**config.mk**
```make
export PLATFORM = sky130hd
export DESIGN_NAME = ppmu_front
export DESIGN_NICKNAME = d
export VERILOG_FILES = /design/src/rtl/ppmu_pkg.sv /design/src/rtl/ppmu_front.sv
export SDC_FILE = /design/constraint.sdc
export NUM_CORES = 2
export LEC_CHECK = 0
export ABC_AREA = 1
export BUFFER_PORTS_ARGS = -buffer_cell sky130_fd_sc_hd__buf_2
export CAP_MARGIN = 15
export CORE_UTILIZATION = 31
export DETAILED_ROUTE_END_ITERATION = 6
export GPL_ROUTABILITY_DRIVEN = 1
export GPL_TIMING_DRIVEN = 0
export SLEW_MARGIN = 20
export SYNTH_ARGS = -nofsm -noshare
export SYNTH_HDL_FRONTEND = slang
export SYNTH_SLANG_ARGS = --single-unit
```
**constraint.sdc**
```tcl
create_clock -name clock -period 11.45 [get_ports clock]
set_input_delay 1.145 -clock clock [delete_from_list [all_inputs] [get_ports clock]]
set_output_delay 1.145 -clock clock [all_outputs]
set_load 0.03 [all_outputs]
```
**src/rtl/ppmu_pkg.sv**
```systemverilog
// Shared types, constants and the arctangent table for the particle pose
// motion update pipeline. No dependencies.
`default_nettype none
package ppmu_pkg;

   localparam int XW = 49;              // CORDIC x/y datapath, Q17.32 plus headroom
   localparam int ZW = 33;              // CORDIC residual angle
   localparam int CSR_AW = 2;
   localparam int MAX_STAGES = 32;

   localparam logic [31:0] GAIN_Q32 = 32'h9B74EDA8;

   localparam logic [CSR_AW-1:0] CSR_STEP_DISTANCE  = 2'd0;
   localparam logic [CSR_AW-1:0] CSR_STEP_DIRECTION = 2'd1;
   localparam logic [CSR_AW-1:0] CSR_STEP_TURN      = 2'd2;

   typedef struct packed {
      logic [30:0] step_distance;
      logic [31:0] step_direction;
      logic [31:0] step_turn;
   } cfg_type;

   typedef struct packed {
      logic signed [XW-1:0] x;
      logic signed [XW-1:0] y;
      logic signed [ZW-1:0] z;
      logic signed [31:0]   pos_x;
      logic signed [31:0]   pos_y;
      logic signed [31:0]   new_heading;
   } cordic_type;

   function automatic logic [31:0] atan_angle(input logic [4:0] idx);
      logic [31:0] r;
      unique case (idx)
         5'd0:  r = 32'h20000000;
         5'd1:  r = 32'h12E4051E;
         5'd2:  r = 32'h09FB385B;
         5'd3:  r = 32'h051111D4;
         5'd4:  r = 32'h028B0D43;
         5'd5:  r = 32'h0145D7E1;
         5'd6:  r = 32'h00A2F61E;
         5'd7:  r = 32'h00517C55;
         5'd8:  r = 32'h0028BE53;
         5'd9:  r = 32'h00145F2F;
         5'd10: r = 32'h000A2F98;
         5'd11: r = 32'h000517CC;
         5'd12: r = 32'h00028BE6;
         5'd13: r = 32'h000145F3;
         5'd14: r = 32'h0000A2FA;
         5'd15: r = 32'h0000517D;
         5'd16: r = 32'h000028BE;
         5'd17: r = 32'h0000145F;
         5'd18: r = 32'h00000A30;
         5'd19: r = 32'h00000518;
         5'd20: r = 32'h0000028C;
         5'd21: r = 32'h00000146;
         5'd22: r = 32'h000000A3;
         5'd23: r = 32'h00000051;
         5'd24: r = 32'h00000029;
         5'd25: r = 32'h00000014;
         5'd26: r = 32'h0000000A;
         5'd27: r = 32'h00000005;
         5'd28: r = 32'h00000003;
         5'd29: r = 32'h00000001;
         5'd30: r = 32'h00000001;
         5'd31: r = 32'h00000000;
      endcase
      return r;
   endfunction

endpackage
`default_nettype wire

```
**src/rtl/ppmu_front.sv**
```systemverilog
// Front end: travel angle, quadrant fold, gain multiply (stage A) and
// signed start vector (stage B). Depends on ppmu_pkg.
`default_nettype none
module ppmu_front (
   input  logic                    clock,
   input  logic                    reset,
   input  ppmu_pkg::cfg_type       cfg,
   input  logic                    in_valid,
   output logic                    in_ready,
   input  logic signed [31:0]      pos_x,
   input  logic signed [31:0]      pos_y,
   input  logic signed [31:0]      heading,
   output logic                    out_valid,
   input  logic                    out_ready,
   output ppmu_pkg::cordic_type    out_data
);
   logic                         a_valid_ff;
   logic                         a_ready;
   logic                         a_neg_ff;
   logic                         a_neg_in;
   logic signed [ppmu_pkg::ZW-1:0] a_z_ff;
   logic signed [ppmu_pkg::ZW-1:0] a_z_in;
   logic [62:0]                  a_prod_ff;
   logic [62:0]                  a_prod_in;
   logic signed [31:0]           a_px_ff;
   logic signed [31:0]           a_py_ff;
   logic signed [31:0]           a_nh_ff;
   logic signed [31:0]           a_nh_in;
   logic [31:0]                  ang;
   logic [31:0]                  zbits;

   logic                         b_valid_ff;
   logic                         b_ready;
   ppmu_pkg::cordic_type         b_data_ff;
   ppmu_pkg::cordic_type         b_data_in;
   logic signed [ppmu_pkg::XW-1:0] mag;

   assign a_ready  = !a_valid_ff || b_ready;
   assign b_ready  = !b_valid_ff || out_ready;
   assign in_ready = a_ready;

   // quadrants 1 and 2 start from the negated vector, angle folded by a half turn
   always_comb begin
      ang       = heading + cfg.step_direction;
      a_neg_in  = ang[31] ^ ang[30];
      zbits     = {ang[31] ^ a_neg_in, ang[30:0]};
      a_z_in    = {zbits[31], zbits};
      a_prod_in = 63'(cfg.step_distance) * 63'(ppmu_pkg::GAIN_Q32);
      a_nh_in   = heading + cfg.step_turn;
   end

   always_ff @(posedge clock) begin
      if (reset) begin
         a_valid_ff <= 1'b0;
      end else if (a_ready) begin
         a_valid_ff <= in_valid;
      end
   end

   always_ff @(posedge clock) begin
      if (a_ready && in_valid) begin
         a_neg_ff  <= a_neg_in;
         a_z_ff    <= a_z_in;
         a_prod_ff <= a_prod_in;
         a_px_ff   <= pos_x;
         a_py_ff   <= pos_y;
         a_nh_ff   <= a_nh_in;
      end
   end

   always_comb begin
      mag                   = {2'b00, a_prod_ff[62:16]};
      b_data_in.x           = a_neg_ff ? -mag : mag;
      b_data_in.y           = '0;
      b_data_in.z           = a_z_ff;
      b_data_in.pos_x       = a_px_ff;
      b_data_in.pos_y       = a_py_ff;
      b_data_in.new_heading = a_nh_ff;
   end

   always_ff @(posedge clock) begin
      if (reset) begin
         b_valid_ff <= 1'b0;
      end else if (b_ready) begin
         b_valid_ff <= a_valid_ff;
      end
   end

   always_ff @(posedge clock) begin
      if (b_ready && a_valid_ff) begin
         b_data_ff <= b_data_in;
      end
   end

   assign out_valid = b_valid_ff;
   assign out_data  = b_data_ff;
endmodule
`default_nettype wire

```
Yosys cells after proc, flatten, opt, wreduce, memory -nomap -nowiden
Cells that the tools add are included.

Add/sub/neg operators: 3. $mul: 1. Muxes and demuxes: 1. Bitwise logic cells: 2. Reduce and logical (&&, ||, !) cells: 6.

Operators with widths (count): $add A32 B32 Y32 (2); $mul A31 B29 Y60 const B (1); $neg A47 Y49 (1); $mux W47 (1); $logic_and A1 B1 Y1 (2); $logic_not A1 Y1 (2); $logic_or A1 B1 Y1 (2); $xor A1 B1 Y1 (2).

Flip-flop bits (word level): 368. Bits of input ports: 195. Output and inout bits: 229. Word-level logic and storage cells: 27.

Depth between registers and ports, before layout
Depth after elaboration: 4. Depth in mapped cells: 27. Gate-level depth less buffers: 27.

Worst setup path before layout
No wires, ideal clock.

Path kind: input to register. Start: input port out_ready. End: register b_data_ff (netlist bit out_data[0]) (enable). Library setup time: 773 ps. Data arrival time: 9678 ps. Data required time: 10677 ps. Path slack: 1000 ps. Cell stages on the path: 2. Path buffers: 0. Path through: inv_1 -> a21oi_1.

Longest elaborated chain between the ends: 2.

RTL lines: from (decl) (RTL line ppmu_front.sv:14) `input logic out_ready,`; $logic_or A1 B1 Y1 (RTL line ppmu_front.sv:39) `assign b_ready = !b_valid_ff || out_ready;`; $logic_and A1 B1 Y1 (RTL line ppmu_front.sv:90) `if (b_ready && a_valid_ff) begin`; to (signal assigned) (RTL line ppmu_front.sv:91) `b_data_ff <= b_data_in;`; to (decl) (RTL line ppmu_front.sv:34) `ppmu_pkg::cordic_type b_data_ff;`.

Every way passes these cells. A chain may end at the register's enable or synchronous reset.

Final worst setup path
Start: input port cfg[71] (netlist bit). End: register a_prod_ff[61] (data pin).

Longest elaborated chain between the ends: 1.

RTL lines: from (decl) (RTL line ppmu_front.sv:7) `input ppmu_pkg::cfg_type cfg,`; $mul A31 B29 Y60 (RTL line ppmu_front.sv:48) `a_prod_in = 63'(cfg.step_distance) * 63'(ppmu_pkg::GAIN_Q32);`; named net a_prod_in[61] (RTL line ppmu_front.sv:24) `logic [62:0] a_prod_in;`; to (signal assigned) (RTL line ppmu_front.sv:64) `a_prod_ff <= a_prod_in;`; to (decl) (RTL line ppmu_front.sv:23) `logic [62:0] a_prod_ff;`.

The timed path passes the listed nets, and every way through them passes these cells.

==> metrics.md <==
| Metric | Value |
|---|---|
| Status | `complete, no violations` |
| CP most frequent cell | `fa_1` |
| Die X | `343 um` |
| Peak Freq | `134 MHz` |
| Setup ws final | `4.01 ns` |
| Largest net degree at the start of global routing | `101` |
| Via/cell ratio | `4.50` |
| I/O Pins | `424` |
| EDFF count, synth | `353` |
| Die ar. | `0.118 mm^2` |
| Clock sinks | `355` |
| Clk slew on worst S/H paths | `0.07 ns` |
| Fin crit share | `65.0%` |
| Syn Area/Cell | `9.44 um^2` |
| Unrepaired setup endpoints after global routing | `no` |
| Largest cells by area after synthesis | `edfxtp_1 29%, fa_1 24%, ha_1 14%` |
| Layout cells sized above 1 | `12.8%` |
| Synthesized cell area | `0.0361 mm^2` |
| Crit Path Class | `in -> reg` |
| CP Buf/Inv Count | `8` |
| DIE HEIGHT | `343 um` |
| Setup-failing EPs final | `0` |
| Ys flop type | `edfxtp_1` |
| Grt ovf | `0` |
| Resize count post-CTS | `0` |
| Final hold vios | `0` |
| CP Capture Type | `register` |
| Final ANT Viol Nets | `0` |
| Rows | `124` |
| Final worst path period need | `7.44 ns` |
| Sequential area share after synthesis | `29.4%` |
| HP Class | `reg -> reg` |
| Drt initial violations | `1565` |
| CTS Hold Bufs | `0` |
| Async set-reset flop share out of synthesis | `0%` |
| Total CTS buffers | `36` |
| Final non-filler cell total | `5842` |
| Vias in the first global route | `27000` |
| Critical Path AT | `7.73 ns` |
| Max stage delay on crit path | `0.60 ns` |
| Top cell type's share of synthesized area | `29.3%` |
| Area growth syn-to-layout | `15.3%` |
| DRT Wirelength | `110000 um` |
| Skew-Pair Late Insertion Delay | `0.55 ns` |
| Port bufs | `374` |
| Routed WL per cell | `18.8 um` |
| Antenna violations before repair | `3` |
| Critical Path RT | `11.74 ns` |
| Dpl hpwl | `96600 um` |
| Vias | `26300` |
| Relative slew slack | `55.8%` |
| Synth area leader | `edfxtp_1` |
| Count leader, synth | `inv_1` |
| Initial Util | `31.4%` |
| Hold_ws | `0.409 ns` |
| DRC errors left | `0` |
| Max_cap viols | `0` |
| Ys Warns | `0` |
| Post-CTS setup buffer count | `0` |
| GR Util All Layers | `18.5%` |
| Worst slew pin tran | `0.663 ns` |
| Clk_skew | `0.0355 ns` |
| CP max FO | `7` |
| Root Buffer | `clkbuf_16` |
| CP startpoint kind | `input port` |
| Synth top cells by count | `983 x inv_1, 761 x nand2_1, 442 x fa_1, 411 x ha_1, 353 x edfxtp_1` |
| Post-synth cell types | `46` |
| Fin nets | `5347` |
| Worst Setup Slack post-DPL | `3.52 ns` |
| CP delay by family, top | `adder cells` |
| Gate count of the mapped netlist | `3829` |
| Cell count after placement | `5773` |
| Max-slew violations | `0` |
| CP max stage cell | `fa_1` |
| GPL Wtd Cong | `0.947` |
| Max Buffers Root-to-Sink | `3` |
| First-pass GRT wire length | `163000 um` |
| H-tree depth | `2` |
| Seq cells post-synth | `355` |
| Core ar. | `0.115 mm^2` |
| First-pass iteration count of the detailed router | `7` |
| CTS tree | `done` |
## registers in the layout (all words and copies together) (netlist names)
signal      count
a_prod_ff      47
a_nh_ff        32
a_valid_ff      1
out_data      177
a_z_ff         32
a_px_ff        32
a_neg_ff        1
out_valid       1
a_py_ff        32
## cell usage in the layout, fill, tap and decap left out, types with 15 or more instances in the layout
cell type | netlist | layout
nand2_1 | 761 | 761
nor3_1 | 30 | 30
nor2_2 | 15 | 15
o21bai_1 | 23 | 23
clkbuf_16 | 0 | 37
buf_4 | 50 | 50
fa_1 | 442 | 442
ha_1 | 411 | 411
inv_1 | 983 | 982
xor2_1 | 92 | 92
edfxtp_1 | 353 | 353
buf_2 | 2 | 376
nand4_1 | 35 | 35
nand3_1 | 124 | 124
conb_1 | 1 | 49
o21ai_0 | 55 | 55
xnor2_1 | 19 | 19
a21oi_1 | 133 | 132
nor2_1 | 211 | 211
## final timing paths
kind / start / end / slack, ns / cells past startpoint
max: cfg[71] / a_prod_ff[61] / 4.01 / 26
min: a_py_ff[31] / out_data[63] / 0.41 / 0
max reg2reg: a_prod_ff[16] / out_data[218] / 9.31 / 8
min reg2reg: a_py_ff[31] / out_data[63] / 0.41 / 0
## cell type report
type	count	area [um^2]
Fill cell	11700	73300
Sequential cell	355	10600
Clock inverter	26	348
Inverter	988	3720
Multi-Input combinational cell	2479	21600
Clock buffer	40	947
Antenna cell	3	7.51
Tap cell	1512	1890
Buffer	55	397
Timing Repair Buffer	384	2150
## layer usage
metal	part of all wire, %	global-route usage (%)	wire (um)
met5	0	0	0
met1	44	24.2	48300
met3	5.2	2.20	5690
met4	3.3	5.34	3600
met2	48	31.9	52100
## metrics by stage
stage	cell area (um^2)	setup TNS [ns]	utilization, %
3_5_place_dp	40400	0	35.1
4_1_cts	41700	0	36.2
6_report	41700	0	36.3
5_1_grt	41700	0	36.3
3_3_place_gp	40100	-581.19	34.9
2_1_floorplan	36300	0	-
## cells by family (layout without fill, tap and decap cells)
family / after synthesis / count (layout) / synth area share (%)
buf+inv: 1043 / 1493 / 11.4
xor+xnor: 111 / 111 / 2.69
fa+ha+maj: 853 / 853 / 38.7
flops: 355 / 355 / 29.4
compound gates: 245 / 245 / 3.79
other cells: 1 / 52 / 0.0104
simple gates: 1221 / 1221 / 14.0
Power is left out: the tool's default activity adds up to more than one toggle a clock period on the data nets, which glitch-free logic cannot reach.
