`config.mk`:
```
export PLATFORM = sky130hd
export DESIGN_NAME = ppmu_back
export DESIGN_NICKNAME = d
export VERILOG_FILES = /design/src/rtl/ppmu_pkg.sv /design/src/rtl/ppmu_back.sv
export SDC_FILE = /design/constraint.sdc
export NUM_CORES = 1
export LEC_CHECK = 0
export BUFFER_PORTS_ARGS = -buffer_cell sky130_fd_sc_hd__buf_2
export CAP_MARGIN = 10
export CORE_UTILIZATION = 25
export CTS_CLUSTER_DIAMETER = 150
export DETAILED_ROUTE_END_ITERATION = 12
export HOLD_SLACK_MARGIN = 0.08
export PLACE_DENSITY_LB_ADDON = 0.08
export SLEW_MARGIN = 20
export SYNTH_ARGS = -nofsm -noshare
export SYNTH_HDL_FRONTEND = slang
export SYNTH_SLANG_ARGS = --single-unit
```
`constraint.sdc`:
```
create_clock -name clock -period 17.09 [get_ports clock]
set_input_delay 5.127 -clock clock [delete_from_list [all_inputs] [get_ports clock]]
set_output_delay 5.127 -clock clock [all_outputs]
set_load 0.02 [all_outputs]
```
`src/rtl/ppmu_pkg.sv`:
```
// Shared types, constants and the arctangent table for the particle pose
// motion update pipeline. No dependencies.
`default_nettype none
package ppmu_pkg;

   localparam int XW = 49;              // CORDIC x/y datapath, Q17.32 plus headroom
   localparam int ZW = 33;              // CORDIC residual angle
   localparam int CSR_AW = 2;
   localparam int MAX_STAGES = 32;

   localparam logic [31:0] GAIN_Q32 = 32'h9B74EDA8;

   localparam logic [CSR_AW-1:0] CSR_STEP_DISTANCE  = 2'd0;
   localparam logic [CSR_AW-1:0] CSR_STEP_DIRECTION = 2'd1;
   localparam logic [CSR_AW-1:0] CSR_STEP_TURN      = 2'd2;

   typedef struct packed {
      logic [30:0] step_distance;
      logic [31:0] step_direction;
      logic [31:0] step_turn;
   } cfg_type;

   typedef struct packed {
      logic signed [XW-1:0] x;
      logic signed [XW-1:0] y;
      logic signed [ZW-1:0] z;
      logic signed [31:0]   pos_x;
      logic signed [31:0]   pos_y;
      logic signed [31:0]   new_heading;
   } cordic_type;

   function automatic logic [31:0] atan_angle(input logic [4:0] idx);
      logic [31:0] r;
      unique case (idx)
         5'd0:  r = 32'h20000000;
         5'd1:  r = 32'h12E4051E;
         5'd2:  r = 32'h09FB385B;
         5'd3:  r = 32'h051111D4;
         5'd4:  r = 32'h028B0D43;
         5'd5:  r = 32'h0145D7E1;
         5'd6:  r = 32'h00A2F61E;
         5'd7:  r = 32'h00517C55;
         5'd8:  r = 32'h0028BE53;
         5'd9:  r = 32'h00145F2F;
         5'd10: r = 32'h000A2F98;
         5'd11: r = 32'h000517CC;
         5'd12: r = 32'h00028BE6;
         5'd13: r = 32'h000145F3;
         5'd14: r = 32'h0000A2FA;
         5'd15: r = 32'h0000517D;
         5'd16: r = 32'h000028BE;
         5'd17: r = 32'h0000145F;
         5'd18: r = 32'h00000A30;
         5'd19: r = 32'h00000518;
         5'd20: r = 32'h0000028C;
         5'd21: r = 32'h00000146;
         5'd22: r = 32'h000000A3;
         5'd23: r = 32'h00000051;
         5'd24: r = 32'h00000029;
         5'd25: r = 32'h00000014;
         5'd26: r = 32'h0000000A;
         5'd27: r = 32'h00000005;
         5'd28: r = 32'h00000003;
         5'd29: r = 32'h00000001;
         5'd30: r = 32'h00000001;
         5'd31: r = 32'h00000000;
      endcase
      return r;
   endfunction

endpackage
`default_nettype wire

```
`src/rtl/ppmu_back.sv`:
```
// Back end: rounding of the rotated vector to Q16.16 (stage R) and the
// saturating position add into the response register. Depends on ppmu_pkg.
`default_nettype none
module ppmu_back (
   input  logic                 clock,
   input  logic                 reset,
   input  logic                 in_valid,
   output logic                 in_ready,
   input  ppmu_pkg::cordic_type in_data,
   output logic                 out_valid,
   input  logic                 out_ready,
   output logic signed [31:0]   new_x,
   output logic signed [31:0]   new_y,
   output logic signed [31:0]   new_heading
);
   logic                           r_valid_ff;
   logic                           r_ready;
   logic signed [32:0]             r_dx_ff;
   logic signed [32:0]             r_dy_ff;
   logic signed [31:0]             r_px_ff;
   logic signed [31:0]             r_py_ff;
   logic signed [31:0]             r_nh_ff;
   logic signed [ppmu_pkg::XW-1:0] rx;
   logic signed [ppmu_pkg::XW-1:0] ry;
   logic signed [ppmu_pkg::XW-1:0] half;

   logic                           s_valid_ff;
   logic                           s_ready;
   logic signed [33:0]             sx;
   logic signed [33:0]             sy;
   logic signed [31:0]             s_x_ff;
   logic signed [31:0]             s_x_in;
   logic signed [31:0]             s_y_ff;
   logic signed [31:0]             s_y_in;
   logic signed [31:0]             s_nh_ff;

   function automatic logic signed [31:0] sat32(input logic signed [33:0] s);
      logic signed [31:0] r;
      if (s[33:31] == 3'b000 || s[33:31] == 3'b111) begin
         r = s[31:0];
      end else if (s[33]) begin
         r = 32'sh80000000;
      end else begin
         r = 32'sh7FFFFFFF;
      end
      return r;
   endfunction

   assign r_ready  = !r_valid_ff || s_ready;
   assign s_ready  = !s_valid_ff || out_ready;
   assign in_ready = r_ready;

   always_comb begin
      half = ppmu_pkg::XW'(32768);
      rx   = (in_data.x + half) >>> 16;
      ry   = (in_data.y + half) >>> 16;
   end

   always_ff @(posedge clock) begin
      if (reset) begin
         r_valid_ff <= 1'b0;
      end else if (r_ready) begin
         r_valid_ff <= in_valid;
      end
   end

   always_ff @(posedge clock) begin
      if (r_ready && in_valid) begin
         r_dx_ff <= rx[32:0];
         r_dy_ff <= ry[32:0];
         r_px_ff <= in_data.pos_x;
         r_py_ff <= in_data.pos_y;
         r_nh_ff <= in_data.new_heading;
      end
   end

   always_comb begin
      sx     = {{2{r_px_ff[31]}}, r_px_ff} + {r_dx_ff[32], r_dx_ff};
      sy     = {{2{r_py_ff[31]}}, r_py_ff} + {r_dy_ff[32], r_dy_ff};
      s_x_in = sat32(sx);
      s_y_in = sat32(sy);
   end

   always_ff @(posedge clock) begin
      if (reset) begin
         s_valid_ff <= 1'b0;
      end else if (s_ready) begin
         s_valid_ff <= r_valid_ff;
      end
   end

   always_ff @(posedge clock) begin
      if (s_ready && r_valid_ff) begin
         s_x_ff  <= s_x_in;
         s_y_ff  <= s_y_in;
         s_nh_ff <= r_nh_ff;
      end
   end

   assign out_valid   = s_valid_ff;
   assign new_x       = s_x_ff;
   assign new_y       = s_y_ff;
   assign new_heading = s_nh_ff;
endmodule
`default_nettype wire

```
Yosys cells after proc, flatten, opt, wreduce, memory -nomap -nowiden
Index checks and enable logic that the tools add are counted.
{"block": "totals", "register_bits": 260, "latch_bits": 0, "ram_bits": 0, "rom_bits": 0, "input_bits": 231, "out_inout_bits": 98, "word_cells": 30, "mem_count": 0}
{"block": "op_classes", "add_sub_neg": 4, "n_mul": 0, "n_div": 0, "order_cmp": 0, "n_eq_ne": 2, "shift": 0, "n_mux": 4, "bitwise_logic": 0, "n_reduce_logical": 10}
{"op": "2-to-1 mux 32 bit", "count": 4}
{"op": "adder 49 x 17 -> 49 bit, second input constant", "count": 2}
{"op": "adder 32 x 33 -> 34 bit", "count": 2}
{"op": "== test 3 bit, second input constant", "count": 2}
{"op": "logical NOT 3 bit", "count": 2}
{"op": "logical OR 1 bit", "count": 4}
{"op": "logical AND 1 bit", "count": 2}
{"op": "logical NOT 1 bit", "count": 2}

Depth between registers and ports, before layout
Gate-level depths: netlist of run 1.
{"block": "depth", "word_depth": 4, "depth_mapped": 13, "mapped_depth_nobuf": 12}

Worst setup path before layout of run 1
Ideal clock, no wire load.
{"block": "synth_timing", "path_kind": "input to output", "startpoint": "input port out_ready", "endpoint": "output port in_ready", "arrival_time_ns": 5.497, "required_time_ns": 11.963, "setup_slack_ns": 6.466, "path_stages": 2, "n_path_buf": 0, "path_cell_list": "nor2b_1 -> nand2_1"}
{"block": "synth_between", "elab_chain_cells": 2}
{"item": "start: declaration", "line_no": "ppmu_back.sv:11", "text": "input logic out_ready,"}
{"item": "logical OR 1 bit", "line_no": "ppmu_back.sv:50", "text": "assign s_ready = !s_valid_ff || out_ready;"}
{"item": "logical OR 1 bit", "line_no": "ppmu_back.sv:49", "text": "assign r_ready = !r_valid_ff || s_ready;"}
{"item": "end: declaration", "line_no": "ppmu_back.sv:8", "text": "output logic in_ready,"}
Every way passes these cells.

Worst setup path after layout of run 1
Same ends and word-level chain as after synthesis.

==> impl_results.md, run 1 <==
* Die area at between 0.05 and 0.06 mm²
* CTS Sinks at 260
* Unique cell type count in the Yosys netlist at 68
* Final nets at 1611
* Multiplexer area fraction after synthesis at 0%
* RSZ-0062 raised after global routing: false
* Number of global-route vias before repair at roughly 9000
* Slew Viols, Final at 0
* Synthesis warning total at 0
* Leakage at around 6.4 nW
* Synth Register Bits at 260
* GRT Total Usage at between 10% and 20%
* Routability cong. at 0.769
* Layout Cells excl Fill at slightly above 2000
* Setup ws final at just over 6000 ps
* Hold-fix buffers, CTS at 0
* Avg Vias per Cell at between 4 and 5
* Peak supply drop at ~61 µV
* Fill cell count at 5324
* Worst clock skew at 13.3 ps
* CTS clock-pin slew for the worst setup and hold paths at roughly 50 ps
* Startpoint types: primary input
* Most common cell in the netlist: edfxtp_1
* Routed Antenna Nets at 0
* Mapped Area at about 0.013 mm²
* Largest family of logic cells by synthesized area: compound AO/OA/AOI/OAI gates
* Top FF cell, synth: edfxtp_1
* Worst-Skew Late Latency at approximately 540 ps
* Most used cell, CP: buf_2
* Placed Cells at ~2000
* CP Max Fanout at 4
* CTS tree: done
* H-tree depth at 2
* DP Wirelength at between 20000 and 30000 µm
* Top cell type's share of synthesized area at around three fifths
* Relative slew margins at 34.1%
* Final Power at between 1.5 and 2 mW
* Post-synth EDFFs at 258
* FF-to-FF setup slack at about 13000 ps
* Routed wl met2 at ~17000 µm
* Area of the core at about 0.052 mm²
* PostCTS Resize Cnt at 0
* Compound-gate portion of the synthesized area at about 14%
* Setup TNS at 0 ps
* Synth top area cells: edfxtp_1 59%, ha_1 6.5%, xnor2_1 5.1%
* CP cell instances: buf_2 -> nor2b_1 -> nand2_1 -> buf_2
* Fin crit period at between 10000 and 15000 ps
* Power density over the cells at about 110 mW/mm²
* Async SR Flop Fraction at 0%
* Final Hold Fails at 0
* CP max-delay cell: nor2b_1
* Drt wl/cell at ~17 µm
* Fmax achieved at between 90 and 100 MHz
* Via count at 8836
* Area grow syn2layout at 24.3%
* Chip Height at ~230 µm
* First-pass GRT wire length at approximately 52000 µm
* Top cell type by total area after synthesis: edfxtp_1
* DRT met1 WL at about 15000 µm
* Max_cap viols at 0
* Rows at 83
* CTS buffer count at 34
* Met3 wire len at ~1500 µm
* Period Utilization, post-route at a little under two thirds
* CP peak stage delay at ~300 ps
* CP Capture Type: output port
* Final setup fails at 0
* Total Wirelength at about 34000 µm
* Top sig layer: met5
* Grt total ovfl at 0
* Xor-xnor portion of the synthesized cell area at between 8 and 9%
* Slew @ Worst Pin at around 990 ps
* Top cells by count, synth: 258 x edfxtp_1, 76 x xnor2_1, 69 x nand2_1
* Simple-gate share of the synthesized area at 9.79%
* Syn Area/Cell at approximately 13 µm²
* Largest net degree at the start of global routing at 69
* DRT iter0 DRCs at between 400 and 500
* Hold Path Class: reg2reg
* Post-synthesis net count at around 1300
* WP data arrival at roughly 5800 ps
* Ports at between 300 and 400
* Seq/Total Area, Yosys at 59.4%
* Worst endpoint required time at approximately 12000 ps
* Initial antenna violation count at 4
* DRC at 0
* Post-Place Setup Slack at approximately 6100 ps
* Share of layout cells above drive strength 1 at 25.7%
* Initial Util at around a quarter
* First-pass DRT Iterations at 4
* Buffer and inverter count on the worst path at 2
* Clk buf depth at 3
* Post-CTS Setup Repair Bufs at 0
* Clock Root Buffer: clkbuf_16
* Crit Path Class: in2out
* Port Buffers at 265
* Hold_ws at between 400 and 500 ps
* Synth Instances at between 1000 and 1500
* Die width at roughly 230 µm
* CP delay by family, top: simple AND/OR/NAND/NOR gates
* Status: finished, final reports clean
* Adder-cell share of the synthesized area at 6.80%
-- through the flow --
step,util (%),instance area (µm²)
after floorplan,-,13100
after global placement,29.5,15200
after detailed placement,29.5,15200
after CTS,31.6,16300
after global routing,31.6,16300
final,31.6,16300
-- final cells by class --
type | count | area, µm² | share of cell area (%)
Sequential cell | 260 | 7790 | 47.8
Inverter | 18 | 67.6 | 0.415
Clock buffer | 47 | 973 | 5.97
Antenna cell | 1 | 2.50 | 0.0154
Clock inverter | 12 | 115 | 0.706
Tap cell | 680 | 851 | 5.22
Multi-Input combinational cell | 723 | 5110 | 31.4
Timing Repair Buffer | 273 | 1390 | 8.51
-- logic make-up (layout without fill, tap and decap cells) --
family / after synthesis / in the layout
compound gates: 279 / 279
xor+xnor: 119 / 119
fa+ha+maj: 70 / 70
buf+inv: 45 / 350
flops: 260 / 260
other cells: 0 / 1
simple gates: 255 / 255
-- placed cells by master, fill, tap and decap left out, types with 3 or more instances in the layout --
cell type  count
nand4_1       19
xnor2_1       76
xor2_1        42
o21ai_0       65
nand3_1       35
and2_1         7
o31ai_1        4
nor3_1        12
clkinv_1       4
ha_1          68
buf_4          8
o211ai_1       8
o21a_1        13
inv_1         18
a211oi_1       8
nor2b_1        6
nand2_1       69
and4_1         9
and3_1        21
a21o_1        60
clkbuf_16     37
clkinv_2       3
clkbuf_1       9
edfxtp_1     258
a211o_1        3
or3_1          3
o21bai_1       9
a41o_1         3
buf_2        265
a21oi_1       63
nor2_1        53
a31oi_1        5
o21ai_1        3
nand2b_1      11
a41oi_1        3
-- report_power, final --
part / internal [mW] / leakage [nW] / switching (mW) / total (mW)
logic: 0.123 / 3.38 / 0.192 / 0.315
registers: 0.763 / 2.48 / 0.0132 / 0.777
clock network: 0.427 / 0.528 / 0.270 / 0.697
total: 1.31 / 6.38 / 0.475 / 1.79
-- worst reg2reg max path, cell delays in order (launching register included) --
cell and delay (ps):
edfxtp_1 380, ha_1 220, inv_1 70, fa_1 390, nand2b_1 180, a21oi_1 240, o21ba_2 230, a21boi_2 100
or3_1 410, a21oi_1 300, nor4b_4 100, a21oi_2 400, buf_4 340, o21ai_0 180
-- flip-flops by register name, indices dropped and copies added (netlist names) --
name / cells
new_heading: 32
new_x: 32
new_y: 32
out_valid: 1
r_dx_ff: 33
r_dy_ff: 33
r_nh_ff: 32
r_px_ff: 32
r_py_ff: 32
r_valid_ff: 1
-- final timing paths --
kind / from / end / depth (start not counted)
worst max-delay path: out_ready / in_ready / 4
worst min-delay path: r_nh_ff[20] / new_heading[20] / 0
worst max register to register: r_dy_ff[0] / new_y[25] / 13
worst min register to register: r_nh_ff[20] / new_heading[20] / 0
-- per-layer routing --
| layer | global-route usage, % | vias to the layer above |
|---|---|---|
| li1 | - | 4470 |
| met1 | 15.3 | 4158 |
| met2 | 22.2 | 153 |
| met3 | 2.79 | 51 |
| met4 | 4.47 | 4 |
| met5 | 0 | - |
No activity file was read; power rests on OpenSTA's default activity.
==> run 2: changes to the inputs <==
- clock period: 17.09 -> 11.47 ns (I/O delays scaled with it)
==> run 2 against run 1 <==
Effect of this change:
- critical path type unchanged
- largest power group unchanged
- sequential share of layout area rose by 0.38 points
- sequential cell count did not move
- critical path depth did not move
- highest routed layer unchanged
- clock skew rose by 6.3 ps
- critical endpoint unchanged
- setup slack got worse by 2200 ps
- via count rose by 0.33%
- die area did not move
==> impl_results.md, run 2 (synthesized netlist as in run 1, its figures left out) <==
* DP Wirelength at 25500 µm (about the same)
* Post-CTS Setup Repair Bufs at 0 (unchanged)
* First-pass DRT Iterations at 4 (unchanged)
* Slew @ Worst Pin at 1020 ps (+31.2 ps)
* DRC at 0 (unchanged)
* Final Power at 2.56 mW (+43%)
* Fmax achieved at between 100 and 150 MHz
* Share of layout cells above drive strength 1 at 25.7% (about the same)
* Largest net degree at the start of global routing at 71 (+2.9%)
* Rows at 83 (unchanged)
* Fin crit period at around 7600 ps
* Total Wirelength at 34000 µm (about the same)
* Startpoint types: primary input
* Setup ws final at 3910 ps (-2250 ps)
* R2R depth at 13 (unchanged)
* Max_cap viols at 0 (unchanged)
* Period Utilization, post-route at between 60% and 70%
* Hold Path Class: reg2reg
* Commonest non-fill, non-tap cell in the layout: buf_2
* WHS Path Cells at 0 (unchanged)
* PostCTS Resize Cnt at 0 (unchanged)
* Clk buf depth at 3 (unchanged)
* DRT iter0 DRCs at 425 (-4.1%)
* Setup TNS at 0 ps (unchanged)
* Chip Height at 231 µm (unchanged)
* FF-to-FF setup slack at 7710 ps (-5560 ps)
* Final Hold Fails at 0 (unchanged)
* CTS clock-pin slew for the worst setup and hold paths at 60 ps (about the same)
* RSZ-0062 raised after global routing: false
* H-tree depth at 1 (-1)
* WP data arrival at 4120 ps (-1690 ps)
* Worst-Skew Late Latency at 570 ps (+30 ps)
* CP Max Fanout at 4 (unchanged)
* Routed Antenna Nets at 0 (unchanged)
* Crit Path Class: in2out
* Clock Root Buffer: clkbuf_16
* Post-Place Setup Slack at 3900 ps (-2240 ps)
* Drt wl/cell at 16.9 µm (+0.18%)
* Status: finished, final reports clean
* Avg Vias per Cell at 4.41 (+0.53%)
* First-pass GRT wire length at 51700 µm (-0.91%)
* Final setup fails at 0 (unchanged)
* Initial Util at 25.4% (unchanged)
* Port Buffers at 265 (unchanged)
* Worst endpoint required time at 8030 ps (-3930 ps)
* CP Capture Type: output port
* Relative slew margins at 32.0% (-2.1 points)
* Commonest non-fill, non-tap cells in the layout: 265 x buf_2, 258 x edfxtp_1, 76 x xnor2_1
* CTS tree: done
* GRT Total Usage at 12.5% (-0.25 points)
* Peak supply drop at 109 µV (+78%)
* Die width at 231 µm (unchanged)
* Power density over the cells at 158 mW/mm² (+44%)
* Via count at 8865 (+0.33%)
* Area grow syn2layout at 23.3%
* Die area at 0.0533 mm² (unchanged)
* Number of global-route vias before repair at 8963 (-1.9%)
* Hold-fix buffers, CTS at 0 (unchanged)
* Worst clock skew at 19.6 ps (+6.35 ps)
* Slew Viols, Final at 0 (unchanged)
* Initial antenna violation count at 3 (-1)
* Area of the core at 0.0515 mm² (unchanged)
* Top Registers: r_dx_ff x33, r_dy_ff x33
* CTS Sinks at 260 (unchanged)
* CTS buffer count at 31 (-8.8%)
* Ports at 329 (unchanged)
* Fill cell count at 5372 (+0.90%)
* Routability cong. at 0.775 (+0.73%)
* Leakage at 6.32 nW (-1.0%)
* Final nets at 1608 (-0.19%)
* Grt total ovfl at 0 (unchanged)
==> run 2: layout make-up <==
| type | count | area [µm²] | share of cell area [%] |
|---|---|---|---|
| Antenna cell | 1 | 2.50 | 0.0155 |
| Clock buffer | 43 | 861 | 5.32 |
| Clock inverter | 12 | 97.6 | 0.604 |
| Inverter | 18 | 67.6 | 0.418 |
| Multi-Input combinational cell | 723 | 5110 | 31.6 |
| Sequential cell | 260 | 7790 | 48.2 |
| Tap cell | 680 | 851 | 5.26 |
| Timing Repair Buffer | 273 | 1390 | 8.58 |
==> run 2: per-stage QoR <==
stage	utilization (%)	hold slack, ps	area, µm²	cells
after floorplan	-	400	13100	1028
after global placement	29.5	400	15200	1954
after detailed placement	29.5	405	15200	1954
after CTS	31.4	419	16200	2009
after global routing	31.4	423	16200	2010
final	31.4	416	16200	2010
==> run 2: critical path, cell delays in order <==
cell     delay (ps)
buf_2            90
nor2b_1         300
nand2_1         120
buf_2           170
==> run 2: final timing paths <==
check / endpoint / from
hold reg to reg: new_heading[0] / r_nh_ff[0]
setup / recovery: in_ready / out_ready
setup reg to reg: new_y[14] / r_dy_ff[0]
hold / removal: new_heading[0] / r_nh_ff[0]
==> run 2: power breakdown <==
part / leakage [nW] / total [mW] / internal [mW] / switching [mW]
Sequential: 2.48 / 1.16 / 1.14 / 0.0198
Combinational: 3.38 / 0.470 / 0.183 / 0.287
Clock: 0.462 / 0.934 / 0.542 / 0.392
Total: 6.32 / 2.56 / 1.86 / 0.699
==> run 2: routing by layer <==
metal / share of wire (%) / GRT usage, % / vias to the layer above
met3: 4.4 / 2.46 / 51
met5: 0.038 / 0 / -
met4: 2.7 / 3.35 / 2
met1: 43 / 15.4 / 4181
li1: - / - / 4467
met2: 50 / 21.9 / 164
