<file path="src/rtl/ppmu_pkg.sv">
// Shared types, constants and the arctangent table for the particle pose
// motion update pipeline. No dependencies.
`default_nettype none
package ppmu_pkg;

   localparam int XW = 49;              // CORDIC x/y datapath, Q17.32 plus headroom
   localparam int ZW = 33;              // CORDIC residual angle
   localparam int CSR_AW = 2;
   localparam int MAX_STAGES = 32;

   localparam logic [31:0] GAIN_Q32 = 32'h9B74EDA8;

   localparam logic [CSR_AW-1:0] CSR_STEP_DISTANCE  = 2'd0;
   localparam logic [CSR_AW-1:0] CSR_STEP_DIRECTION = 2'd1;
   localparam logic [CSR_AW-1:0] CSR_STEP_TURN      = 2'd2;

   typedef struct packed {
      logic [30:0] step_distance;
      logic [31:0] step_direction;
      logic [31:0] step_turn;
   } cfg_type;

   typedef struct packed {
      logic signed [XW-1:0] x;
      logic signed [XW-1:0] y;
      logic signed [ZW-1:0] z;
      logic signed [31:0]   pos_x;
      logic signed [31:0]   pos_y;
      logic signed [31:0]   new_heading;
   } cordic_type;

   function automatic logic [31:0] atan_angle(input logic [4:0] idx);
      logic [31:0] r;
      unique case (idx)
         5'd0:  r = 32'h20000000;
         5'd1:  r = 32'h12E4051E;
         5'd2:  r = 32'h09FB385B;
         5'd3:  r = 32'h051111D4;
         5'd4:  r = 32'h028B0D43;
         5'd5:  r = 32'h0145D7E1;
         5'd6:  r = 32'h00A2F61E;
         5'd7:  r = 32'h00517C55;
         5'd8:  r = 32'h0028BE53;
         5'd9:  r = 32'h00145F2F;
         5'd10: r = 32'h000A2F98;
         5'd11: r = 32'h000517CC;
         5'd12: r = 32'h00028BE6;
         5'd13: r = 32'h000145F3;
         5'd14: r = 32'h0000A2FA;
         5'd15: r = 32'h0000517D;
         5'd16: r = 32'h000028BE;
         5'd17: r = 32'h0000145F;
         5'd18: r = 32'h00000A30;
         5'd19: r = 32'h00000518;
         5'd20: r = 32'h0000028C;
         5'd21: r = 32'h00000146;
         5'd22: r = 32'h000000A3;
         5'd23: r = 32'h00000051;
         5'd24: r = 32'h00000029;
         5'd25: r = 32'h00000014;
         5'd26: r = 32'h0000000A;
         5'd27: r = 32'h00000005;
         5'd28: r = 32'h00000003;
         5'd29: r = 32'h00000001;
         5'd30: r = 32'h00000001;
         5'd31: r = 32'h00000000;
      endcase
      return r;
   endfunction

endpackage
`default_nettype wire

</file>
<file path="src/rtl/ppmu_rot.sv">
// One registered CORDIC rotation stage, shift and arctangent fixed by
// STAGE_IDX. Depends on ppmu_pkg.
`default_nettype none
module ppmu_rot #(
   parameter int STAGE_IDX = 0
) (
   input  logic                 clock,
   input  logic                 reset,
   input  logic                 in_valid,
   output logic                 in_ready,
   input  ppmu_pkg::cordic_type in_data,
   output logic                 out_valid,
   input  logic                 out_ready,
   output ppmu_pkg::cordic_type out_data
);
   localparam logic [31:0] ATAN = ppmu_pkg::atan_angle(5'(STAGE_IDX));

   logic                           valid_ff;
   ppmu_pkg::cordic_type           data_ff;
   ppmu_pkg::cordic_type           data_in;
   logic signed [ppmu_pkg::XW-1:0] xs;
   logic signed [ppmu_pkg::XW-1:0] ys;
   logic signed [ppmu_pkg::ZW-1:0] da;

   assign in_ready = !valid_ff || out_ready;

   always_comb begin
      xs      = in_data.x >>> STAGE_IDX;
      ys      = in_data.y >>> STAGE_IDX;
      da      = {1'b0, ATAN};
      data_in = in_data;
      if (!in_data.z[ppmu_pkg::ZW-1]) begin
         data_in.x = in_data.x - ys;
         data_in.y = in_data.y + xs;
         data_in.z = in_data.z - da;
      end else begin
         data_in.x = in_data.x + ys;
         data_in.y = in_data.y - xs;
         data_in.z = in_data.z + da;
      end
   end

   always_ff @(posedge clock) begin
      if (reset) begin
         valid_ff <= 1'b0;
      end else if (in_ready) begin
         valid_ff <= in_valid;
      end
   end

   always_ff @(posedge clock) begin
      if (in_ready && in_valid) begin
         data_ff <= data_in;
      end
   end

   assign out_valid = valid_ff;
   assign out_data  = data_ff;
endmodule
`default_nettype wire

</file>
<file path="config.mk">
export PLATFORM = sky130hd
export DESIGN_NAME = ppmu_rot
export DESIGN_NICKNAME = d
export VERILOG_FILES = /design/src/rtl/ppmu_pkg.sv /design/src/rtl/ppmu_rot.sv
export SDC_FILE = /design/constraint.sdc
export NUM_CORES = 1
export LEC_CHECK = 0
export BUFFER_PORTS_ARGS = -buffer_cell sky130_fd_sc_hd__buf_2
export CORE_AREA = 2 2 180 182
export DETAILED_ROUTE_END_ITERATION = 10
export DIE_AREA = 0 0 182 184
export PLACE_DENSITY = 0.74
export SLEW_MARGIN = 20
export SYNTH_ARGS = -nofsm -noshare
export SYNTH_HDL_FRONTEND = slang
export SYNTH_SLANG_ARGS = --single-unit
</file>
<file path="constraint.sdc">
create_clock -name clock -period 7.45 [get_ports clock]
set_input_delay 1.1175 -clock clock [delete_from_list [all_inputs] [get_ports clock]]
set_output_delay 1.1175 -clock clock [all_outputs]
set_load 0.005 [all_outputs]
</file>
=== After elaboration in Yosys (flattened, before gate mapping) ===
Index checks and enable logic that the tools add are counted.

* Output and inout port bits: 229
* Flip-flop bits (word level): 228
* Bits of input ports: 231
* Word-level logic and storage cells: 16

* Add/sub/neg operators: 5
* Reductions and logical operators: 3
* Mux-type cells: 1

{| class="wikitable"
|+ Operators by type and width
! kind !! count
|-
| $mux 131 || 1
|-
| $sub 49x49->49 || 2
|-
| $add 49x49->49 || 1
|-
| $add 33x31->33 const B || 1
|-
| $sub 33x31->33 const B || 1
|-
| $logic_and 1x1->1 || 1
|-
| $logic_not 1->1 || 1
|-
| $logic_or 1x1->1 || 1
|}

=== Depth between registers and ports, before layout ===
Gate-level depths: netlist of the first run.

* Depth in word-level cells: 3
* Gate-level depth with buffers: 14

=== Worst setup path after synthesis of the first run ===
No wires, ideal clock.

* Path kind: input port to flip-flop
* From: input out_ready
* To: register data_ff, in the netlist out_data[0] (enable)
* Setup time: 0.616 ns
* Arrival: 6.429 ns
* Cell stages on the path: 2
* Setup slack: 0.405 ns
* Data required time: 6.834 ns
* Cells stage by stage: nand2b_1 > and2_1

* Word-level cells in the longest chain between the ends: 2

{| class="wikitable"
|+ Ends and longest elaborated chain
! what !! line !! text
|-
| start: declaration || ppmu_rot.sv:13 || <nowiki>input logic out_ready,</nowiki>
|-
| $logic_or 1x1->1 || ppmu_rot.sv:25 || <nowiki>assign in_ready = !valid_ff || out_ready;</nowiki>
|-
| $logic_and 1x1->1 || ppmu_rot.sv:52 || <nowiki>if (in_ready && in_valid) begin</nowiki>
|-
| end signal: assignment || ppmu_rot.sv:53 || <nowiki>data_ff <= data_in;</nowiki>
|-
| end: declaration || ppmu_rot.sv:19 || <nowiki>ppmu_pkg::cordic_type data_ff;</nowiki>
|}

No other way between the ends.
A chain may end at the register's enable or synchronous reset.

==> flow_metrics.py, run 1 <==
metrics = {
    "yosys": {
        "synthXorXnorAreaFrac_pct": 5.23,
        "syn_avg_cell_area_um2": 9.73,
        "synth.top_cells.by_area": "edfxtp_1 43%, ha_1 11%, a21oi_1 6.2%, xnor2_1 4.7%, inv_1 3.5%",
        "synth_edf_count": 226,
        "synth_cells": 1636,
        "synth-compound-area-share_pct": 21.4,
        "yosysWarnings": 0,
        "synth_nets": 2017,
        "yosysTopAreaCellShare_pct": 42.6,
        "synth_top_family_by_area": "compound AO/OA/AOI/OAI gates",
        "dominantRegCellSynth": "edfxtp_1",
        "synthMostInstantiatedCell": "edfxtp_1",
        "synth-seq-cells": 227,
        "synth_area_um2": 15900,
        "synthArstFlopShare_pct": 0,
        "yosys.area_share.simple_pct": 11.4,
        "synth_area_leader_cell": "edfxtp_1",
        "synth_cell_type_count": 82,
        "synthMuxAreaShare_pct": 1.58,
        "synth-seq-area-share_pct": 42.8,
        "synth-adder-area-share_pct": 12.0,
        "synth_commonest_cells": "226 x edfxtp_1, 196 x a21oi_1, 150 x inv_1",
    },
    "min_path": {
        "hold_start": "out_valid",
        "holdPathStages": 2,
        "hold_path_end": "out_valid",
        "min_path_type": "reg2reg",
    },
    "global_routing": {
        "use_met1_pct": 43.8,
        "use_met2_pct": 58.3,
        "grt_pass1_wl_um": 88300,
        "grt_max_degree": 164,
        "met3_usage_pct": 6.16,
        "grt_overflow_total": 0,
        "grt-busiest-layer": "met2",
        "antenna_found_initial": 7,
        "grtUsageTotal_pct": 34.8,
        "grt_pass1_vias": 14200,
    },
    "routing": {
        "routed_wl_um": 61000,
        "vias": 14900,
        "viasPerCell": 6.01,
        "ant_nets": 0,
        "drt_iter0_drc": 1496,
        "drtPass1Iterations": 6,
        "wl_per_cell_um": 24.6,
        "route.detailed.drc": 0,
    },
    "critical_path": {
        "r2r-end": "out_data[54]",
        "rr_worst_depth": 3,
        "r2r_start": "out_valid",
        "critPathMaxFanout": 15,
        "crit_top_cell": "inv_1",
        "crit_buf_inv": 3,
        "path_delay_family": "compound AO/OA/AOI/OAI gates",
        "rrSetupSlack_ns": 5.01,
        "cp_cell_sequence": "buf_2, inv_1, ha_1, inv_1, a21oi_1, a311oi_1, a2111oi_1, a211oi_1, nor4_1, nor2_1, and4_1, a211oi_2, xnor2_1",
        "critPathKind": "in2reg",
        "critPathLaunchType": "input pin",
        "cp_slowest_stage_delay_ns": 0.77,
        "endpoint_kind": "flip-flop",
        "critPathSlowestCell": "a2111oi_1",
        "arrival_ns": 5.06,
        "crit_required_ns": 7.73,
    },
    "timing": {
        "whs_ns": 0.601,
        "worstMarginPinSlew_ns": 1.02,
        "period_minus_slack_ns": 4.78,
        "rsz0062_at_grt": "false",
        "clock_skew_ns": 0.00660,
        "fmax_mhz": 209,
        "setup_tns_ns": 0,
        "finalSetupViolCount": 0,
        "hold_viol_final": 0,
        "period_share_pct": 64.1,
        "slew_violations": 0,
        "max-slew-margin-rel_pct": 32.2,
    },
    "placement": {
        "hpwl_um": 48600,
        "dp_cells": 2431,
        "place_congestion": 1.03,
        "io_buffers": 459,
    },
    "floorplan": {
        "core-area_um2": 31400,
        "start_util_pct": 50.7,
        "die_y_um": 184,
        "boundaryPins": 460,
        "dieArea_um2": 33500,
        "fp-row-count": 65,
        "die_x_um": 182,
    },
    "clocking": {
        "clk-insertion-delay-late_ns": 0.53,
        "cts.htree.levels": 1,
        "clockBufferDepth": 3,
        "cts_sinks": 227,
        "cts_buffers": 26,
        "cts_repair_resize_count": 0,
        "cts-root-buf": "clkbuf_16",
        "cts_tree": "built",
        "postCtsSetupRepairBufs": 0,
        "postCtsHoldBufs": 0,
        "clkTransAtPathRegs_ns": 0.06,
    },
    "finish": {
        "final_cells": 2481,
        "syn_to_final_growth_pct": 21.5,
        "fin_nets": 2438,
        "drive_above_1_share_pct": 25.9,
        "final_util_pct": 61.6,
    },
    "pwr": {
        "power.density_nw_per_um2": 212,
        "ir_drop_uv": 161,
        "leakage_uw": 0.00856,
    },
    "run_status": {
        "outcome": "completed",
    },
    "run": {
        "maxCapViolations": 0,
    },
}
flip-flops by register name, summed over array words and instances, names as in the netlist:
| signal | cells |
|---|---|
| out_data | 226 |
| out_valid | 1 |
logic make-up (layout without fill, tap and decap cells):
family / Yosys count / after routing
simple gates: 379 / 379
mux: 25 / 25
flops: 227 / 227
other cells: 0 / 3
xor+xnor: 95 / 95
buf+inv: 227 / 667
fa+ha+maj: 150 / 150
compound gates: 533 / 533
worst max-delay path by stage:
stage | start | endpoint | slack (ns) | depth (start not counted)
after floorplan | out_ready | out_data[0] | 0.41 | 2
after global placement | in_data[147] | out_data[176] | 2.09 | 13
after detailed placement | in_data[147] | out_data[176] | 2.23 | 13
after CTS | in_data[147] | out_data[176] | 2.77 | 13
after global routing | in_data[147] | out_data[176] | 2.53 | 13
final | in_data[147] | out_data[176] | 2.67 | 13
where the power goes:
part	internal (µW)	switching [µW]	leakage [µW]
Combinational	417	722	0.00594
Clock	800	541	0.000433
Sequential	1570	40.8	0.00219
Total	2790	1300	0.00856
per-stage QoR:
step           instance area [µm²]  power (µW)  setup WS (ns)
3_5_place_dp                 18500        2750           2.23
4_1_cts                      19300        4100           2.77
5_1_grt                      19300        4250           2.53
6_report                     19300        4100           2.67
2_1_floorplan                15900        2300          0.405
3_3_place_gp                 18500        2750           2.09
layout by cell type (no fill, tap or decap), types with 43 or more instances in the layout:
cell type,n
edfxtp_1,226
nand2_1,96
buf_2,458
a21oi_1,196
o21ai_0,99
xnor2_1,85
ha_1,146
nor2_1,121
o21bai_1,43
inv_1,149
metal layers:
metal  up-vias  routed length, µm
met5         -                 13
met4         2               3190
met3       157               4850
met2       807              28800
met1      7144              24100
li1       6791                  -
layout make-up:
| cell class | instances | area, µm² |
|---|---|---|
| Inverter | 157 | 589 |
| Clock buffer | 30 | 687 |
| Antenna cell | 3 | 7.51 |
| Tap cell | 402 | 503 |
| Sequential cell | 227 | 6810 |
| Fill cell | 2697 | 12000 |
| Clock inverter | 17 | 198 |
| Multi-Input combinational cell | 1182 | 8210 |
| Timing Repair Buffer | 463 | 2340 |
worst reg2reg max path, stage by stage (launching register included):
cell and delay (ns):
dfxtp_1 0.31, nand2b_1 0.15, and2_4 0.76, buf_12 0.67
No activity file was read; power rests on OpenSTA's default activity.
==> run 2: changes to the inputs <==
==> constraint.sdc (replaced) <==
create_clock -name clock -period 4.8 [get_ports clock]
set_input_delay 0.72 -clock clock [delete_from_list [all_inputs] [get_ports clock]]
set_output_delay 0.72 -clock clock [all_outputs]
set_load 0.005 [all_outputs]
==> run 2 against run 1 <==
Net effect: count of clock-buffer cells in the layout increased by 2; register-to-register slack got worse by 2.1 ns; combinational power increased by 59%; critical path depth unchanged; clock power increased by 46%; critical endpoint unchanged; largest cell class unchanged; sequential cell count unchanged; via count increased by 0.78%; sequential power increased by 54%; first-iteration DRC count increased by 11%; setup slack got worse by 1.9 ns.
==> flow_metrics.py, run 2 (synthesized netlist as in run 1, its figures left out) <==
metrics = {
    "pwr": {
        "power.density_nw_per_um2": 323,
        "ir_drop_uv": 238,
        "pwr-share-seq_pct": 39.9,
        "power_frac_comb_pct": 28.9,
        "clkPwrFrac_pct": 31.3,
        "switching_power_uw": 2030,
        "swShare_pct": 32.3,
        "leakage_uw": 0.00863,
        "internal-power_uw": 4250,
    },
    "finish": {
        "regArea_um2": 6810,
        "final_cell_mix": "458 x buf_2, 226 x edfxtp_1, 196 x a21oi_1, 149 x inv_1, 146 x ha_1",
        "drive_above_1_share_pct": 26.5,
        "fillers": 2722,
        "final_common_cell": "buf_2",
        "syn_to_final_growth_pct": 22.1,
        "fin_nets": 2457,
        "multi_input_comb_area_um2": 8210,
        "largest_reg_flops": 226,
    },
    "clocking": {
        "cts_buffers": 25,
        "cts-root-buf": "clkbuf_16",
        "cts_repair_resize_count": 0,
        "clockBufferDepth": 3,
        "clkTransAtPathRegs_ns": 0.07,
        "clk-insertion-delay-late_ns": 0.53,
        "postCtsHoldBufs": 0,
        "cts.htree.levels": 1,
        "cts_tree": "built",
        "cts_sinks": 227,
        "postCtsSetupRepairBufs": 0,
    },
    "critical_path": {
        "crit_required_ns": 5.09,
        "cp_slowest_stage_delay_ns": 0.73,
        "cp.depth": 13,
        "arrival_ns": 4.34,
        "endpoint_kind": "flip-flop",
        "cp_cell_sequence": "buf_2, inv_1, ha_1, inv_1, a21oi_1, a311oi_1, a2111oi_1, a211oi_1, nor4_1, nor2_1, and4_1, a211oi_2, xnor2_1",
        "crit_buf_inv": 3,
        "rr_worst_depth": 3,
        "critPathMaxFanout": 12,
        "critPathKind": "in2reg",
        "path_delay_family": "compound AO/OA/AOI/OAI gates",
        "critPathLaunchType": "input pin",
        "critPathSlowestCell": "a2111oi_1",
        "crit_top_cell": "inv_1",
    },
    "placement": {
        "place_congestion": 1.02,
        "io_buffers": 459,
        "pre_cts_slack_ns": 0.351,
        "hpwl_um": 49300,
    },
    "floorplan": {
        "boundaryPins": 460,
        "start_util_pct": 50.7,
        "die_y_um": 184,
        "dieArea_um2": 33500,
        "fp-row-count": 65,
        "die_x_um": 182,
        "core-area_um2": 31400,
    },
    "timing": {
        "rsz0062_at_grt": "false",
        "setup_slack_ns": 0.750,
        "worstMarginPinSlew_ns": 1.09,
        "whs_ns": 0.356,
        "fmax_mhz": 247,
        "period_minus_slack_ns": 4.05,
        "slew_violations": 0,
        "hold_viol_final": 0,
        "period_share_pct": 84.4,
        "clock_skew_ns": 0.00648,
        "finalSetupViolCount": 0,
        "setup_tns_ns": 0,
        "max-slew-margin-rel_pct": 26.5,
    },
    "routing": {
        "routed_wl_um": 62100,
        "drtPass1Iterations": 6,
        "ant_nets": 0,
        "wl_per_cell_um": 24.9,
        "viasPerCell": 6.01,
        "route.detailed.drc": 0,
        "drt_iter0_drc": 1657,
        "vias": 15000,
    },
    "global_routing": {
        "grt_overflow_total": 0,
        "grt_pass1_vias": 14700,
        "grt_pass1_wl_um": 90900,
        "grt_max_degree": 112,
        "grtUsageTotal_pct": 35.7,
        "antenna_found_initial": 3,
    },
    "run": {
        "maxCapViolations": 0,
    },
    "min_path": {
        "holdPathStages": 1,
        "min_path_type": "in2reg",
    },
    "run_status": {
        "outcome": "completed",
    },
}
-- run 2: cell count changes in the layout (fill, tap and decap cells not counted) --
cell,change
clkinv_4,+1
diode_2,-1
buf_12,+1
clkbuf_1,+3
clkbuf_16,-2
bufinv_16,-1
inv_8,+1
inv_6,-3
clkbuf_8,+1
clkinv_1,-3
buf_4,+19
-- run 2: power groups by stage --
stage                     clock network, µW  registers (µW)  logic, µW
after floorplan                           0            2560        997
after global placement                    0            2530       1770
after detailed placement                  0            2540       1760
after CTS                              1970            2500       1780
after global routing                   2050            2510       1940
final                                  1960            2500       1810
-- run 2: routing by layer --
layer,part of all wire (%),vias to the layer above,global-route usage [%]
li1,-,6818,-
met1,40,7268,45.6
met3,8.1,138,6.34
met2,48,791,60.7
met4,4.2,2,13.5
met5,0.021,-,0
-- run 2: worst reg2reg max path, cell delays in order, from the launching register on --
cell,delay (ns)
dfxtp_1,0.31
nand2b_1,0.12
and2_4,0.49
buf_12,0.53
-- run 2: layout make-up --
cell class                      instances  area share [%]
Inverter                              157            3.03
Clock buffer                           32            3.41
Sequential cell                       227            35.0
Clock inverter                         12           0.773
Tap cell                              402            2.59
Antenna cell                            2          0.0258
Multi-Input combinational cell       1182            42.3
Timing Repair Buffer                  483            12.9
-- run 2: path summary, 6_finish.rpt --
| check | startpoint | slack [ns] | endpoint |
|---|---|---|---|
| min reg2reg | out_valid | 0.56 | out_valid |
| max reg2reg | out_valid | 2.90 | out_data[148] |
| max | in_data[149] | 0.75 | out_data[176] |
| min | in_data[21] | 0.36 | out_data[21] |
-- run 2: through the flow --
step / util (%) / cell area, µm² / total power (µW) / cells
after floorplan: - / 15900 / 3560 / 1636
after global routing: 61.9 / 19400 / 6500 / 2497
after global placement: 59.3 / 18600 / 4300 / 2451
final: 61.9 / 19400 / 6270 / 2497
after CTS: 61.9 / 19400 / 6250 / 2495
after detailed placement: 59.3 / 18600 / 4300 / 2451
==> run 3: changes to the inputs <==
--- a/config.mk
+++ b/config.mk
@@ -5,11 +5,12 @@
 export SDC_FILE = /design/constraint.sdc
 export NUM_CORES = 1
 export LEC_CHECK = 0
+export ABC_AREA = 1
 export BUFFER_PORTS_ARGS = -buffer_cell sky130_fd_sc_hd__buf_2
-export CORE_AREA = 2 2 180 182
+export CORE_MARGIN = 2
+export CORE_UTILIZATION = 56
 export DETAILED_ROUTE_END_ITERATION = 10
-export DIE_AREA = 0 0 182 184
-export PLACE_DENSITY = 0.74
+export PLACE_DENSITY = 0.78
 export SLEW_MARGIN = 20
 export SYNTH_ARGS = -nofsm -noshare
 export SYNTH_HDL_FRONTEND = slang
==> constraint.sdc (replaced) <==
create_clock -name clock -period 4.1 [get_ports clock]
set_input_delay 0.615 -clock clock [delete_from_list [all_inputs] [get_ports clock]]
set_output_delay 0.615 -clock clock [all_outputs]
set_load 0.005 [all_outputs]
==> run 3 against run 2 <==
Net effect: register-to-register slack got worse by 0.58 ns; combinational power grew 44%; core utilization grew 4.7 points; cell count up 58%; setup slack improved by 0.49 ns; non-clock buffer count down 14; synthesized area is 28% higher; first-iteration DRC count grew 49%.
==> flow_metrics.py, run 3 <==
metrics = {
    "run_status": {
        "outcome": "completed",
    },
    "critical_path": {
        "critPathSlowestCell": "fa_1",
        "rr_worst_depth": 2,
        "critPathMaxFanout": 5,
        "cp_cell_sequence": "buf_2, inv_1, ha_1, fa_1, o21ai_2, nand2_1, nand2_1, nand2_1, nand2_1, nand2_1, nand3_1, o21ai_0",
        "arrival_ns": 3.07,
        "path_delay_family": "adder cells",
        "crit_required_ns": 4.31,
        "endpoint_kind": "flip-flop",
        "crit_buf_inv": 2,
        "r2r_start": "out_valid",
        "crit_top_cell": "nand2_1",
        "critPathLaunchType": "input pin",
        "cp_slowest_stage_delay_ns": 0.59,
        "rrSetupSlack_ns": 2.32,
        "r2r-end": "out_data[165]",
        "critPathKind": "in2reg",
    },
    "global_routing": {
        "grt_overflow_total": 0,
        "grt-busiest-layer": "met2",
        "grt_pass1_wl_um": 123000,
        "met3_usage_pct": 7.65,
        "use_met2_pct": 71.1,
        "grtUsageTotal_pct": 43.1,
        "antenna_found_initial": 0,
        "grt_max_degree": 115,
        "grt_pass1_vias": 21100,
        "use_met1_pct": 52.0,
    },
    "routing": {
        "drtPass1Iterations": 9,
        "drt_iter0_drc": 2461,
        "routed_wl_um": 83900,
        "vias": 22000,
        "ant_nets": 0,
        "route.detailed.drc": 0,
        "wl_per_cell_um": 21.3,
        "viasPerCell": 5.60,
    },
    "timing": {
        "finalSetupViolCount": 0,
        "period_share_pct": 69.6,
        "hold_viol_final": 0,
        "period_minus_slack_ns": 2.86,
        "setup_tns_ns": 0,
        "rsz0062_at_grt": "false",
        "worstMarginPinSlew_ns": 1.11,
        "max-slew-margin-rel_pct": 25.7,
        "slew_violations": 0,
        "fmax_mhz": 350,
        "clock_skew_ns": 0.0270,
        "setup_slack_ns": 1.24,
    },
    "clocking": {
        "clkTransAtPathRegs_ns": 0.07,
        "postCtsSetupRepairBufs": 0,
        "cts_sinks": 227,
        "cts_buffers": 25,
        "postCtsHoldBufs": 0,
        "cts_tree": "built",
        "cts.htree.levels": 1,
        "cts_repair_resize_count": 0,
        "cts-root-buf": "clkbuf_16",
        "clk-insertion-delay-late_ns": 0.59,
        "clockBufferDepth": 3,
    },
    "min_path": {
        "min_path_type": "in2reg",
        "hold_path_end": "out_data[1]",
        "hold_start": "in_data[1]",
        "holdPathStages": 1,
    },
    "yosys": {
        "synth_cells": 3030,
        "synth_area_leader_cell": "edfxtp_1",
        "yosysWarnings": 0,
        "synth-seq-cells": 227,
        "yosysTopAreaCellShare_pct": 33.3,
        "synth_nets": 3411,
        "synth_area_um2": 20400,
        "dominantRegCellSynth": "edfxtp_1",
        "synth_commonest_cells": "1073 x nand2_1, 570 x inv_1, 227 x nand3_1",
        "syn_avg_cell_area_um2": 6.72,
        "synthArstFlopShare_pct": 0,
        "synth_cell_type_count": 39,
        "synth_edf_count": 226,
        "synth.top_cells.by_area": "edfxtp_1 33%, nand2_1 20%, inv_1 11%, ha_1 9.0%, nand3_1 5.6%",
        "synthMostInstantiatedCell": "nand2_1",
        "synth-seq-area-share_pct": 33.4,
    },
    "finish": {
        "regArea_um2": 6810,
        "fin_nets": 3840,
        "fin_area_um2": 23700,
        "final_common_cell": "nand2_1",
        "largest_reg_flops": 226,
        "fillers": 3204,
        "syn_to_final_growth_pct": 16.5,
        "multi_input_comb_area_um2": 10900,
        "drive_above_1_share_pct": 19.3,
        "diodes": 0,
        "final_cell_mix": "1073 x nand2_1, 568 x inv_1, 459 x buf_2, 227 x nand3_1, 226 x edfxtp_1",
    },
    "pwr": {
        "leakage_uw": 0.0129,
        "ir_drop_uv": 382,
        "power.density_nw_per_um2": 328,
        "p_total_uw": 7780,
    },
    "floorplan": {
        "fp-row-count": 69,
        "core-area_um2": 35700,
        "die_y_um": 195,
        "start_util_pct": 57.1,
        "die_x_um": 195,
        "dieArea_um2": 37900,
        "boundaryPins": 460,
    },
    "run": {
        "maxCapViolations": 0,
    },
    "placement": {
        "place_congestion": 1.06,
        "pre_cts_slack_ns": 0.796,
        "hpwl_um": 69500,
        "io_buffers": 459,
        "placed_cell_area_um2": 22900,
    },
}
==> run 3: metal layers <==
metal	part of all wire, %	routed length, µm
met1	37	30900
met2	45	37900
met3	10	8350
met4	8.0	6730
met5	0	0
==> run 3: worst max-delay path by stage <==
stage                       startpoint             to  cells after the start
final                     in_data[178]  out_data[194]                     12
after global routing      in_data[151]  out_data[205]                     14
after CTS                 in_data[178]  out_data[194]                     12
after detailed placement  in_data[147]  out_data[166]                     14
after global placement    in_data[147]  out_data[150]                     12
after floorplan              out_ready    out_data[0]                      2
==> run 3: cells by family after synthesis <==
kind of cell               Yosys count  synth area share, %
and+or+nand+nor                   1691                 35.4
AOI/OAI and AO/OA                  262                 7.22
DFF                                227                 33.4
xor gates and xnor gates            29                 1.25
adders and majority gates          150                 9.36
buffers and inverters              671                 13.3
==> run 3: power by group <==
group / internal, µW / switching [µW] / leakage [µW]
Combinational: 782 / 1820 / 0.0103
Sequential: 2810 / 75.0 / 0.00220
Clock: 1260 / 1030 / 0.000400
==> run 3: layout make-up <==
cell class,count,share of cell area [%]
Clock buffer,26,2.65
Multi-Input combinational cell,2132,45.8
Inverter,604,9.61
Sequential cell,227,28.7
Clock inverter,19,0.759
Tap cell,461,2.43
Timing Repair Buffer,469,10.1
==> run 3: worst reg2reg max path, stage by stage (launching register included) <==
cell and delay [ns]:
dfxtp_1 0.35, a21oi_4 0.46, buf_12 0.46
==> run 3: through the flow <==
step	util (%)	instances	hold slack (ns)
after floorplan	-	3030	0.539
after global placement	64.3	3893	0.514
after detailed placement	64.3	3893	0.587
after CTS	66.6	3938	0.178
after global routing	66.6	3938	0.190
final	66.6	3938	0.198
